$ cat src/rtl/ps2mt_pkg.sv
package ps2mt_pkg;

  localparam int POS_BITS = 12;
  localparam int CFG_BITS = 13;
  localparam int LIM_W = (POS_BITS > CFG_BITS) ? POS_BITS : CFG_BITS;
  localparam int SUM_W = POS_BITS + 2;

  localparam logic [7:0] HOT_PLUG_BYTE = 8'hAA;
  localparam int HDR_ONE_BIT = 3;
  localparam int SIGN_X_BIT  = 4;
  localparam int SIGN_Y_BIT  = 5;
  localparam int OVF_X_BIT   = 6;
  localparam int OVF_Y_BIT   = 7;

  localparam logic [CFG_BITS-1:0] WIDTH_RESET  = CFG_BITS'(640);
  localparam logic [CFG_BITS-1:0] HEIGHT_RESET = CFG_BITS'(480);

  typedef logic [POS_BITS-1:0] pos_t;

  typedef enum logic [0:0] {
    REG_SCREEN_WIDTH  = 1'b0,
    REG_SCREEN_HEIGHT = 1'b1
  } cfg_reg_t;

  typedef enum logic [2:0] {
    PH_HEADER = 3'b001,
    PH_DX     = 3'b010,
    PH_DY     = 3'b100
  } phase_t;

  typedef struct packed {
    phase_t     phase;
    logic [7:0] header;
    logic [7:0] dx;
    pos_t       cur_x;
    pos_t       cur_y;
  } track_t;

  typedef struct packed {
    logic       valid;
    logic [7:0] header_bits;
    pos_t       pos_x;
    pos_t       pos_y;
    logic       status;
  } result_t;

  // highest legal coordinate for a screen size; zero acts as one, saturates at the top
  function automatic pos_t limit_of(input logic [CFG_BITS-1:0] size);
    logic [LIM_W-1:0] m;
    m = (size == '0) ? '0 : (LIM_W'(size) - LIM_W'(1));
    if ((m >> POS_BITS) != '0) begin
      return '1;
    end
    return pos_t'(m);
  endfunction

endpackage

$ cat src/rtl/ps2mt_update.sv
module ps2mt_update (
  input  ps2mt_pkg::track_t cur,
  input  logic [7:0]        rx_byte,
  input  ps2mt_pkg::pos_t   lim_x,
  input  ps2mt_pkg::pos_t   lim_y,
  output ps2mt_pkg::track_t nxt,
  output ps2mt_pkg::result_t res
);
  import ps2mt_pkg::*;

  logic signed [SUM_W-1:0] dx_s;
  logic signed [SUM_W-1:0] dy_s;
  logic signed [SUM_W-1:0] nx;
  logic signed [SUM_W-1:0] ny;
  logic signed [SUM_W-1:0] lx_s;
  logic signed [SUM_W-1:0] ly_s;
  pos_t                    clamp_x;
  pos_t                    clamp_y;

  // nine-bit deltas with the sign taken from the header
  assign dx_s = {{(SUM_W-8){cur.header[SIGN_X_BIT]}}, cur.dx};
  assign dy_s = {{(SUM_W-8){cur.header[SIGN_Y_BIT]}}, rx_byte};
  assign nx   = $signed({2'b00, cur.cur_x}) + dx_s;
  assign ny   = $signed({2'b00, cur.cur_y}) - dy_s;
  assign lx_s = $signed({2'b00, lim_x});
  assign ly_s = $signed({2'b00, lim_y});

  always_comb begin
    if (nx[SUM_W-1]) begin
      clamp_x = '0;
    end else if (nx > lx_s) begin
      clamp_x = lim_x;
    end else begin
      clamp_x = nx[POS_BITS-1:0];
    end
    if (ny[SUM_W-1]) begin
      clamp_y = '0;
    end else if (ny > ly_s) begin
      clamp_y = lim_y;
    end else begin
      clamp_y = ny[POS_BITS-1:0];
    end
  end

  always_comb begin
    nxt             = cur;
    res.valid       = 1'b0;
    res.header_bits = cur.header;
    res.pos_x       = cur.cur_x;
    res.pos_y       = cur.cur_y;
    res.status      = 1'b0;
    case (cur.phase)
      PH_DX: begin
        nxt.dx    = rx_byte;
        nxt.phase = PH_DY;
      end
      PH_DY: begin
        nxt.phase = PH_HEADER;
        res.valid = 1'b1;
        if (cur.header[OVF_X_BIT] || cur.header[OVF_Y_BIT]) begin
          res.status = 1'b1;
        end else begin
          nxt.cur_x = clamp_x;
          nxt.cur_y = clamp_y;
          res.pos_x = clamp_x;
          res.pos_y = clamp_y;
        end
      end
      default: begin
        nxt.phase = PH_HEADER;
        // skip hot-plug marker and bytes that cannot be a header
        if (rx_byte != HOT_PLUG_BYTE && rx_byte[HDR_ONE_BIT]) begin
          nxt.header = rx_byte;
          nxt.phase  = PH_DX;
        end
      end
    endcase
  end

endmodule

$ cat src/rtl/ps2_mouse_packet_tracker_top.sv
// channel   direction  handshake              payload
// input     in         in_valid / in_ready    rx_byte
// result    out        out_valid / out_ready  header_bits, pos_x, pos_y, status
// config    in         cfg_valid / cfg_ready  cfg_index, cfg_data
//
// one byte is taken every cycle while in_ready is high; a packet's result is registered and shows
// the cycle after its third byte is taken.
// in_ready drops only while a result waits and out_ready is low.
// reset clears the packet phase and the cursor and loads a 640 x 480 screen.
// the config port is always ready; the clamp limit is worked out at the write.
module ps2_mouse_packet_tracker_top (
  input  logic                       clk,
  input  logic                       rst,
  input  logic                       in_valid,
  output logic                       in_ready,
  input  logic [7:0]                 rx_byte,
  output logic                       out_valid,
  input  logic                       out_ready,
  output logic [7:0]                 header_bits,
  output ps2mt_pkg::pos_t            pos_x,
  output ps2mt_pkg::pos_t            pos_y,
  output logic                       status,
  input  logic                       cfg_valid,
  output logic                       cfg_ready,
  input  logic [0:0]                 cfg_index,
  input  logic [ps2mt_pkg::CFG_BITS-1:0] cfg_data
);
  import ps2mt_pkg::*;

  track_t  track;
  track_t  track_next;
  result_t res_next;
  pos_t    lim_x;
  pos_t    lim_y;
  logic    in_xfer;

  assign cfg_ready = 1'b1;
  assign in_ready  = !out_valid || out_ready;
  assign in_xfer   = in_valid && in_ready;

  ps2mt_update u_update (
    .cur     (track),
    .rx_byte (rx_byte),
    .lim_x   (lim_x),
    .lim_y   (lim_y),
    .nxt     (track_next),
    .res     (res_next)
  );

  always_ff @(posedge clk) begin
    if (rst) begin
      lim_x <= limit_of(WIDTH_RESET);
      lim_y <= limit_of(HEIGHT_RESET);
    end else if (cfg_valid) begin
      if (cfg_reg_t'(cfg_index) == REG_SCREEN_WIDTH) begin
        lim_x <= limit_of(cfg_data);
      end else begin
        lim_y <= limit_of(cfg_data);
      end
    end
  end

  always_ff @(posedge clk) begin
    if (rst) begin
      track.phase  <= PH_HEADER;
      track.header <= '0;
      track.dx     <= '0;
      track.cur_x  <= '0;
      track.cur_y  <= '0;
    end else if (in_xfer) begin
      track <= track_next;
    end
  end

  always_ff @(posedge clk) begin
    if (rst) begin
      out_valid <= 1'b0;
    end else if (in_xfer) begin
      out_valid <= res_next.valid;
    end else if (out_ready) begin
      out_valid <= 1'b0;
    end
  end

  // result payload loads only for a completed packet
  always_ff @(posedge clk) begin
    if (in_xfer && res_next.valid) begin
      header_bits <= res_next.header_bits;
      pos_x       <= res_next.pos_x;
      pos_y       <= res_next.pos_y;
      status      <= res_next.status;
    end
  end

endmodule

$ cat config.mk
export PLATFORM = sky130hd
export DESIGN_NAME = ps2_mouse_packet_tracker_top
export DESIGN_NICKNAME = d
export VERILOG_FILES = /design/src/rtl/ps2mt_pkg.sv /design/src/rtl/ps2mt_update.sv /design/src/rtl/ps2_mouse_packet_tracker_top.sv
export SDC_FILE = /design/constraint.sdc
export NUM_CORES = 1
export LEC_CHECK = 0
export ABC_CLOCK_PERIOD_IN_PS = 4130
export BUFFER_PORTS_ARGS = -buffer_cell sky130_fd_sc_hd__clkbuf_2
export CAP_MARGIN = 5
export CELL_PAD_IN_SITES_DETAIL_PLACEMENT = 0
export CELL_PAD_IN_SITES_GLOBAL_PLACEMENT = 1
export CORE_ASPECT_RATIO = 0.5
export CORE_MARGIN = 3
export CORE_UTILIZATION = 41
export DETAILED_ROUTE_END_ITERATION = 16
export GPL_TIMING_DRIVEN = 0
export PLACE_DENSITY_LB_ADDON = 0.1
export SYNTH_ARGS = -nofsm -noshare
export SYNTH_HDL_FRONTEND = slang
export SYNTH_SLANG_ARGS = --single-unit
$ cat constraint.sdc
create_clock -name clk -period 4.13 [get_ports clk]
set_clock_uncertainty 0.2 [all_clocks]
set_input_delay 0.6195 -clock clk [delete_from_list [all_inputs] [get_ports clk]]
set_output_delay 0.6195 -clock clk [all_outputs]
set_load 0.05 [all_outputs]
==> metrics.md, run 1 <==
| Metric | Value |
|---|---|
| Switching Fraction | `25.8%` |
| Multi-input logic area | `3930 µm²` |
| Placed cell areas | `6520 µm²` |
| CP max-delay cell | `or4_4` |
| Startpoint Class | `register` |
| Die area | `16100 µm²` |
| R2r worst-path depth | `16` |
| Largest net degree at the start of global routing | `20` |
| Core box area | `13900 µm²` |
| Synthesized area | `5940 µm²` |
| Hold-fix buffers, CTS | `0` |
| CTS max path bufs | `2` |
| Post-route ant nets | `0` |
| Placed cell count | `918` |
| Worst skew pair latency | `0.35 ns` |
| Worst Hold Class | `register to register` |
| P_sw | `584 µW` |
| First-pass GRT wire length | `25.3 mm` |
| Avg WL per Cell | `16.7 µm` |
| CTS tree | `built` |
| CTS buffer count | `9` |
| Setup WS post-layout | `0.00749 ns` |
| HP Start | `track[35]` |
| Fmax | `0.243 GHz` |
| Post-synth EDFFs | `33` |
| Origin of the critical flop-to-flop path | `track[25]` |
| Die height | `91.1 µm` |
| Hpwl dp | `11.6 mm` |
| Post-route cell area | `7670 µm²` |
| Tcrit/Tclk final | `99.8%` |
| Synth Area per Inst | `8.94 µm²` |
| Most used flip-flop cell after synthesis | `dfxtp_1` |
| CP Capture Type | `register` |
| Initial antenna violation count | `0` |
| Aggregate negative setup slack | `0 ns` |
| WP data required | `4.02 ns` |
| Part of the power in the clock network | `38.2%` |
| Area grow syn2layout | `29.1%` |
| Final Critical Period | `4.12 ns` |
| DRC Markers | `0` |
| Max VDD drop | `156 µV` |
| Final Non-Filler Cells | `955` |
| Sequential area share after synthesis | `39.6%` |
| Final hold vios | `0` |
| # IOs | `63` |
| Slew Limit Fails | `0` |
| Max cap viols | `0` |
| Die Width | `176 µm` |
| Met3 Use GR | `3.84%` |
| RSZ-0062 raised after global routing | `yes` |
| Avg Vias per Cell | `5.23` |
| Clock sinks | `101` |
| Antenna cells | `0` |
| TritonRoute pass-1 iters | `4` |
| Cells after Synth | `665` |
| FFs w/ async S/R, synth | `0%` |
| Initial DRC Count | `265` |
| Number of placement rows | `30` |
| Relative slew slack | `31.8%` |
| Total GRT Usage | `20.1%` |
| Setup slack, reg-to-reg | `0.007 ns` |
| Layout cells sized above 1 | `26.0%` |
| Leading cell type in the layout, fill and taps excluded | `nand2_1` |
| GRT Residual Overflow | `0` |
| Filler cell count | `1260` |
| Pint | `1.68 mW` |
| Vias in the first global route | `4706` |
| Reg-to-Reg End | `pos_x[0]` |
| Hold WS | `0.235 ns` |
| Final wirelength | `16.0 mm` |
| Most crowded layer after global routing | `met2` |
| Unique cell type count in the Yosys netlist | `60` |
| Seq. cell area | `2370 µm²` |
| Grt met1 use | `28.7%` |
| Outcome | `finished clean` |
| Leakage | `3.11 nW` |
| Synthesized net count | `745` |
| WS Path Type | `register to register` |
| Worst hold path depth | `0` |
| Clock transition at path regs | `0.07 ns` |
| Setup violators final | `0` |
| Worst-path cell chain | `ha_4 > a211oi_2 > o21ai_2 > or4_4 > a31oi_4 > xnor2_2 > ha_1 > nand4_1 > nor2_1 > o31ai_2 > a21o_1 > a2111o_1 > nand3_4 > buf_12 > mux2i_4 > o21ai_1` |
| Vias | `4996` |
| Worst Path Arrival | `4.02 ns` |
| Logic pwr share | `14.7%` |
| Sequential Power Share | `47.1%` |
| Routability Congestion | `0.828` |
| Most frequent cells in the layout | `70 x nand2_1, 69 x nor2_1, 59 x dfxtp_1` |
| Met2 GRT Util | `31.5%` |
| CP peak stage delay | `0.50 ns` |
| PD cells | `295 nW/µm²` |
| H-tree depth | `3` |
| Hold Path Sink | `header_bits[3]` |
| PortBufs | `59` |
| Pre-CTS setup slack | `-0.660 ns` |
| Root Driver | `clkbuf_16` |
| Synth warnings | `0` |
| Initial core utilization | `42.9%` |
| Crit path max fanout | `5` |
| Post-synthesis register bit count | `101` |
| Slew @ Worst Pin | `1.02 ns` |
| Layout Nets | `838` |
## registers in the layout, indices dropped and copies added (netlist names)
name,count
lim_y,12
pos_x,12
out_valid,1
track,43
lim_x,12
header_bits,8
status,1
pos_y,12
## critical path, delay by kind of cell (launching register included)
kind,cells,cell delay (ns)
compound gates,7,1.28
simple gates,4,0.95
fa+ha+maj,2,0.55
flops,1,0.36
mux,1,0.24
buf+inv,1,0.16
xor+xnor,1,0.11
## cell type report
type / count / area share [%]
Buffer: 24 / 1.55
Clock buffer: 11 / 3.16
Clock inverter: 5 / 0.783
Inverter: 48 / 2.38
Multi-Input combinational cell: 492 / 51.2
Sequential cell: 101 / 30.9
Tap cell: 192 / 3.13
Timing Repair Buffer: 82 / 6.94
## cell families after synthesis
family / synth area share [%]
flip-flops: 39.6
adder cells (fa/ha/maj): 11.9
other: 0.0631
AO/OA/AOI/OAI: 18.4
multiplexers: 5.58
XOR/XNOR: 4.42
AND/OR/NAND/NOR: 15.1
buffers and inverters: 4.88
## layer usage
metal,up-vias,share of wire [%]
li1,2562,-
met1,2330,50
met2,85,45
met3,19,3.3
met4,0,1.4
met5,-,0
## cell usage after synthesis, drive strengths merged, types with 2 or more instances
| cell type | n | area share [%] |
|---|---|---|
| o22ai | 5 | 0.53 |
| a31o | 2 | 0.29 |
| inv | 48 | 3.0 |
| buf | 5 | 0.65 |
| xnor2 | 22 | 3.2 |
| o21ai | 56 | 4.7 |
| o221ai | 2 | 0.51 |
| o41ai | 2 | 0.29 |
| ha | 51 | 11 |
| a21oi | 50 | 4.3 |
| o31a | 2 | 0.29 |
| o31ai | 2 | 0.25 |
| maj3 | 3 | 0.51 |
| o211ai | 8 | 1.0 |
| a211oi | 6 | 0.76 |
| or3 | 5 | 0.53 |
| nor2 | 71 | 4.5 |
| xor2 | 8 | 1.2 |
| or4 | 2 | 0.25 |
| mux2i | 32 | 5.4 |
| nor2b | 4 | 0.42 |
| nor3 | 11 | 1.1 |
| nand2 | 70 | 4.4 |
| a311oi | 2 | 0.29 |
| fa | 2 | 0.67 |
| nand2b | 8 | 0.84 |
| dfxtp | 68 | 23 |
| a2111o | 2 | 0.38 |
| a21o | 6 | 0.76 |
| a211o | 17 | 2.5 |
| nand3 | 10 | 0.93 |
| nor4 | 2 | 0.32 |
| o21a | 3 | 0.38 |
| and2 | 2 | 0.21 |
| clkbuf | 19 | 1.2 |
| edfxtp | 33 | 17 |
| o21bai | 2 | 0.25 |
| nand4 | 7 | 0.74 |
| a21boi | 3 | 0.38 |
## repair_timing
item / 4_1_cts / 5_1_grt
buffers inserted: 14 / 5
gates cloned: 2 / 0
endpoints found under the setup margin: 46 / 48
resized for setup: 94 / 57
pin swaps: 35 / 46
## worst max-delay path by stage
stage               startpoint        end  slack [ns]  cells past startpoint
floorplan           rx_byte[1]  pos_y[11]        0.06                     18
global placement    rx_byte[0]   pos_y[4]       -0.73                     20
detailed placement  rx_byte[0]   pos_y[5]       -0.66                     20
CTS                  track[25]   pos_x[2]       -0.09                     16
global route         track[14]   pos_x[3]       -0.16                     16
finish               track[25]   pos_x[0]       0.007                     16
## power by group through the flow
stage          combinational, mW  sequential, mW  clock [mW]
6_report                   0.333            1.07       0.865
5_1_grt                    0.364            1.07       0.923
4_1_cts                    0.313            1.07       0.886
3_5_place_dp               0.245            1.09           0
3_3_place_gp               0.243            1.09           0
2_1_floorplan              0.176            1.08           0
## per-stage QoR
stage          total power, mW  util, %
6_report                  2.27     55.4
5_1_grt                   2.36     55.4
4_1_cts                   2.27     53.6
3_5_place_dp              1.33     47.1
3_3_place_gp              1.33     46.8
2_1_floorplan             1.25        -
Power figures use the tool's default switching activity.
==> inputs of run 2 (changes only) <==
--- a/config.mk
+++ b/config.mk
@@ -16,6 +16,7 @@
 export DETAILED_ROUTE_END_ITERATION = 16
 export GPL_TIMING_DRIVEN = 0
 export PLACE_DENSITY_LB_ADDON = 0.1
+export REMOVE_ABC_BUFFERS = 1
 export SYNTH_ARGS = -nofsm -noshare
 export SYNTH_HDL_FRONTEND = slang
 export SYNTH_SLANG_ARGS = --single-unit
==> run 2 against run 1 <==
Compared with the run above:
- the run now ends with setup timing left
- utilization increased by 0.40 points
- count of clock-buffer cells in the layout unchanged
- wire length increased by 0.61%
- clock power decreased by 2.5%
- non-clock buffer count decreased by 11
- cell count decreased by 0.94%
- largest power group unchanged
- critical path depth unchanged
- maximum frequency decreased by 2.2%
- first-iteration DRC count decreased by 14%
- total power decreased by 0.59%
- die area unchanged
==> metrics.md, run 2 (synthesis gave the netlist of run 1 again) <==
| Metric | Value |
|---|---|
| R2r worst-path depth | `16 (unchanged)` |
| Reg-to-Reg End | `pos_x[2] (was pos_x[0])` |
| Initial antenna violation count | `0 (unchanged)` |
| Tcrit/Tclk final | `102% (was 99.8%)` |
| Antenna cells | `0 (unchanged)` |
| GRT Residual Overflow | `0 (unchanged)` |
| First-pass GRT wire length | `25.3 mm (about the same)` |
| Switching Fraction | `26.1% (was 25.8%)` |
| WP data required | `4.01 ns (was 4.02 ns)` |
| CTS buffer count | `9 (unchanged)` |
| Final hold vios | `0 (unchanged)` |
| PD cells | `291 nW/µm² (was 295 nW/µm²)` |
| Max VDD drop | `208 µV (was 156 µV)` |
| Filler cell count | `1276 (was 1260)` |
| Routability Congestion | `0.811 (was 0.828)` |
| Hpwl dp | `10.9 mm (was 11.6 mm)` |
| CP Capture Type | `register (unchanged)` |
| Origin of the critical flop-to-flop path | `track[13] (was track[25])` |
| Relative slew slack | `17.9% (was 31.8%)` |
| Setup slack, reg-to-reg | `-0.09 ns (was 0.007 ns)` |
| CTS max path bufs | `2 (unchanged)` |
| HP Start | `track[32] (was track[35])` |
| Leading cell type in the layout, fill and taps excluded | `nand2_1 (unchanged)` |
| Die area | `16100 µm² (unchanged)` |
| Die Width | `176 µm (unchanged)` |
| PortBufs | `61 (was 59)` |
| Failing checks | `setup timing` |
| Initial core utilization | `42.9% (unchanged)` |
| Fmax | `0.237 GHz (was 0.243 GHz)` |
| Max FFs per register | `43 (unchanged)` |
| TritonRoute pass-1 iters | `5 (was 4)` |
| Startpoint Class | `register (unchanged)` |
| DRC Markers | `0 (unchanged)` |
| WS Path Type | `register to register (unchanged)` |
| Setup crit start | `track[13] (was track[25])` |
| Clock sinks | `101 (unchanged)` |
| H-tree depth | `3 (unchanged)` |
| Largest net degree at the start of global routing | `47 (was 20)` |
| Sequential Power Share | `47.4% (was 47.1%)` |
| # IOs | `63 (unchanged)` |
| Outcome | `finished with violations (was finished clean)` |
| RSZ-0062 raised after global routing | `yes (unchanged)` |
| Layout cells sized above 1 | `29.0% (was 26.0%)` |
| Leakage | `3.13 nW (was 3.11 nW)` |
| Root Driver | `clkbuf_16 (unchanged)` |
| Setup WS post-layout | `-0.0860 ns (was 0.00749 ns)` |
| Worst hold path depth | `0 (unchanged)` |
| Logic pwr share | `15.2% (was 14.7%)` |
| Max cap viols | `0 (unchanged)` |
| Clock transition at path regs | `0.07 ns (about the same)` |
| Pint | `1.66 mW (was 1.68 mW)` |
| Vias in the first global route | `4817 (was 4706)` |
| Initial DRC Count | `229 (was 265)` |
| Core box area | `13900 µm² (unchanged)` |
| Slew Limit Fails | `0 (unchanged)` |
| Hold Path Sink | `header_bits[0] (was header_bits[3])` |
| Post-route ant nets | `0 (unchanged)` |
| Final Critical Period | `4.22 ns (was 4.12 ns)` |
| Crit path max fanout | `6 (was 5)` |
| Worst Hold Class | `register to register (unchanged)` |
| Final wirelength | `16.1 mm (was 16.0 mm)` |
| Worst skew pair latency | `0.35 ns (about the same)` |
| Vias | `4996 (unchanged)` |
| Design Power | `2.25 mW (was 2.27 mW)` |
| Largest Register | `track (unchanged)` |
| P_sw | `588 µW (was 584 µW)` |
| Total GRT Usage | `19.9% (was 20.1%)` |
| CTS tree | `built (unchanged)` |
| Slew @ Worst Pin | `1.23 ns (was 1.02 ns)` |
| Avg WL per Cell | `17.0 µm (was 16.7 µm)` |
| Area grow syn2layout | `30.0% (was 29.1%)` |
| Setup violators final | `25 (was 0)` |
| Number of placement rows | `30 (unchanged)` |
| Worst Path Arrival | `4.10 ns (was 4.02 ns)` |
| Pre-CTS setup slack | `-1.37 ns (was -0.660 ns)` |
| Most frequent cells in the layout | `69 x nand2_1, 68 x nor2_1, 59 x clkbuf_2 (was 70 x nand2_1, 69 x nor2_1, 59 x dfxtp_1)` |
| Layout Nets | `829 (was 838)` |
| Die height | `91.1 µm (unchanged)` |
| Part of the power in the clock network | `37.4% (was 38.2%)` |
| Avg Vias per Cell | `5.28 (was 5.23)` |
## run 2: changes by cell type in the layout (fill, tap and decap cells not counted), moves of 3 or more
cell / previous run / this run
clkbuf_1: 20 / 2
mux2i_2: 3 / 9
ha_1: 41 / 38
mux2i_4: 18 / 14
clkbuf_8: 3 / 0
buf_4: 20 / 28
## run 2: worst max-delay path by stage
stage,slack (ns),depth (start not counted),endpoint
3_3_place_gp,-1.33,19,pos_y[10]
4_1_cts,-0.05,15,pos_x[11]
3_5_place_dp,-1.37,19,pos_y[3]
2_1_floorplan,-0.38,18,pos_y[11]
6_report,-0.09,16,pos_x[2]
5_1_grt,-0.27,16,pos_x[2]
## run 2: worst max-delay path, cell delays in order, from the launching register on
cell,delay [ns]
dfxtp_4,0.36
ha_4,0.25
a211oi_4,0.25
o21ai_4,0.11
buf_6,0.13
o41ai_4,0.31
nand2_1,0.15
xnor2_2,0.17
ha_1,0.32
nand4_1,0.19
nor2_2,0.17
o31ai_2,0.08
a21o_1,0.16
a2111o_1,0.46
nand3_4,0.23
mux2i_4,0.29
o21ai_1,0.09
## run 2: what timing repair did
| item | in CTS | in global routing |
|---|---|---|
| buffers inserted | 13 | 20 |
| hold buffers | 0 | 0 |
| gates cloned | 2 | 0 |
| setup endpoints to repair | 48 | 47 |
| resized for setup | 74 | 93 |
| pin swaps | 27 | 55 |
## run 2: per-layer routing
| layer | vias to the layer above | part of all wire (%) | GRT usage (%) |
|---|---|---|---|
| li1 | 2546 | - | - |
| met1 | 2360 | 49 | 27.9 |
| met2 | 79 | 46 | 31.4 |
| met3 | 11 | 4.2 | 4.09 |
| met4 | 0 | 0.97 | 5.13 |
| met5 | - | 0 | 0 |
## run 2: through the flow
| step | hold slack, ns | std cells | util [%] | TNS [ns] | instance area [µm²] |
|---|---|---|---|---|---|
| after CTS | 0.230 | 926 | 51.6 | -0.276 | 7150 |
| after detailed placement | 0.214 | 895 | 46.4 | -33.78 | 6430 |
| after floorplan | 0.208 | 641 | - | -5.95 | 5830 |
| after global routing | 0.244 | 946 | 55.8 | -6.90 | 7730 |
| final | 0.228 | 946 | 55.8 | -1.18 | 7730 |
| after global placement | 0.211 | 894 | 46.1 | -37.47 | 6380 |
## run 2: power groups by stage
stage	clock, mW	combinational [mW]	sequential (mW)
after global placement	0	0.235	1.08
final	0.843	0.343	1.07
after floorplan	0	0.164	1.08
after detailed placement	0	0.239	1.09
after global routing	0.897	0.377	1.07
after CTS	0.864	0.282	1.06
## run 2: cell type report
| class | count | area [µm²] | area share (%) |
|---|---|---|---|
| multi-input cells | 494 | 4000 | 51.8 |
| flip-flops and latches | 101 | 2370 | 30.7 |
| repair buffers | 95 | 638 | 8.26 |
| well taps | 192 | 240 | 3.11 |
| clock buffers | 11 | 233 | 3.01 |
| inverters | 48 | 189 | 2.44 |
| clock inverters | 5 | 51.3 | 0.664 |
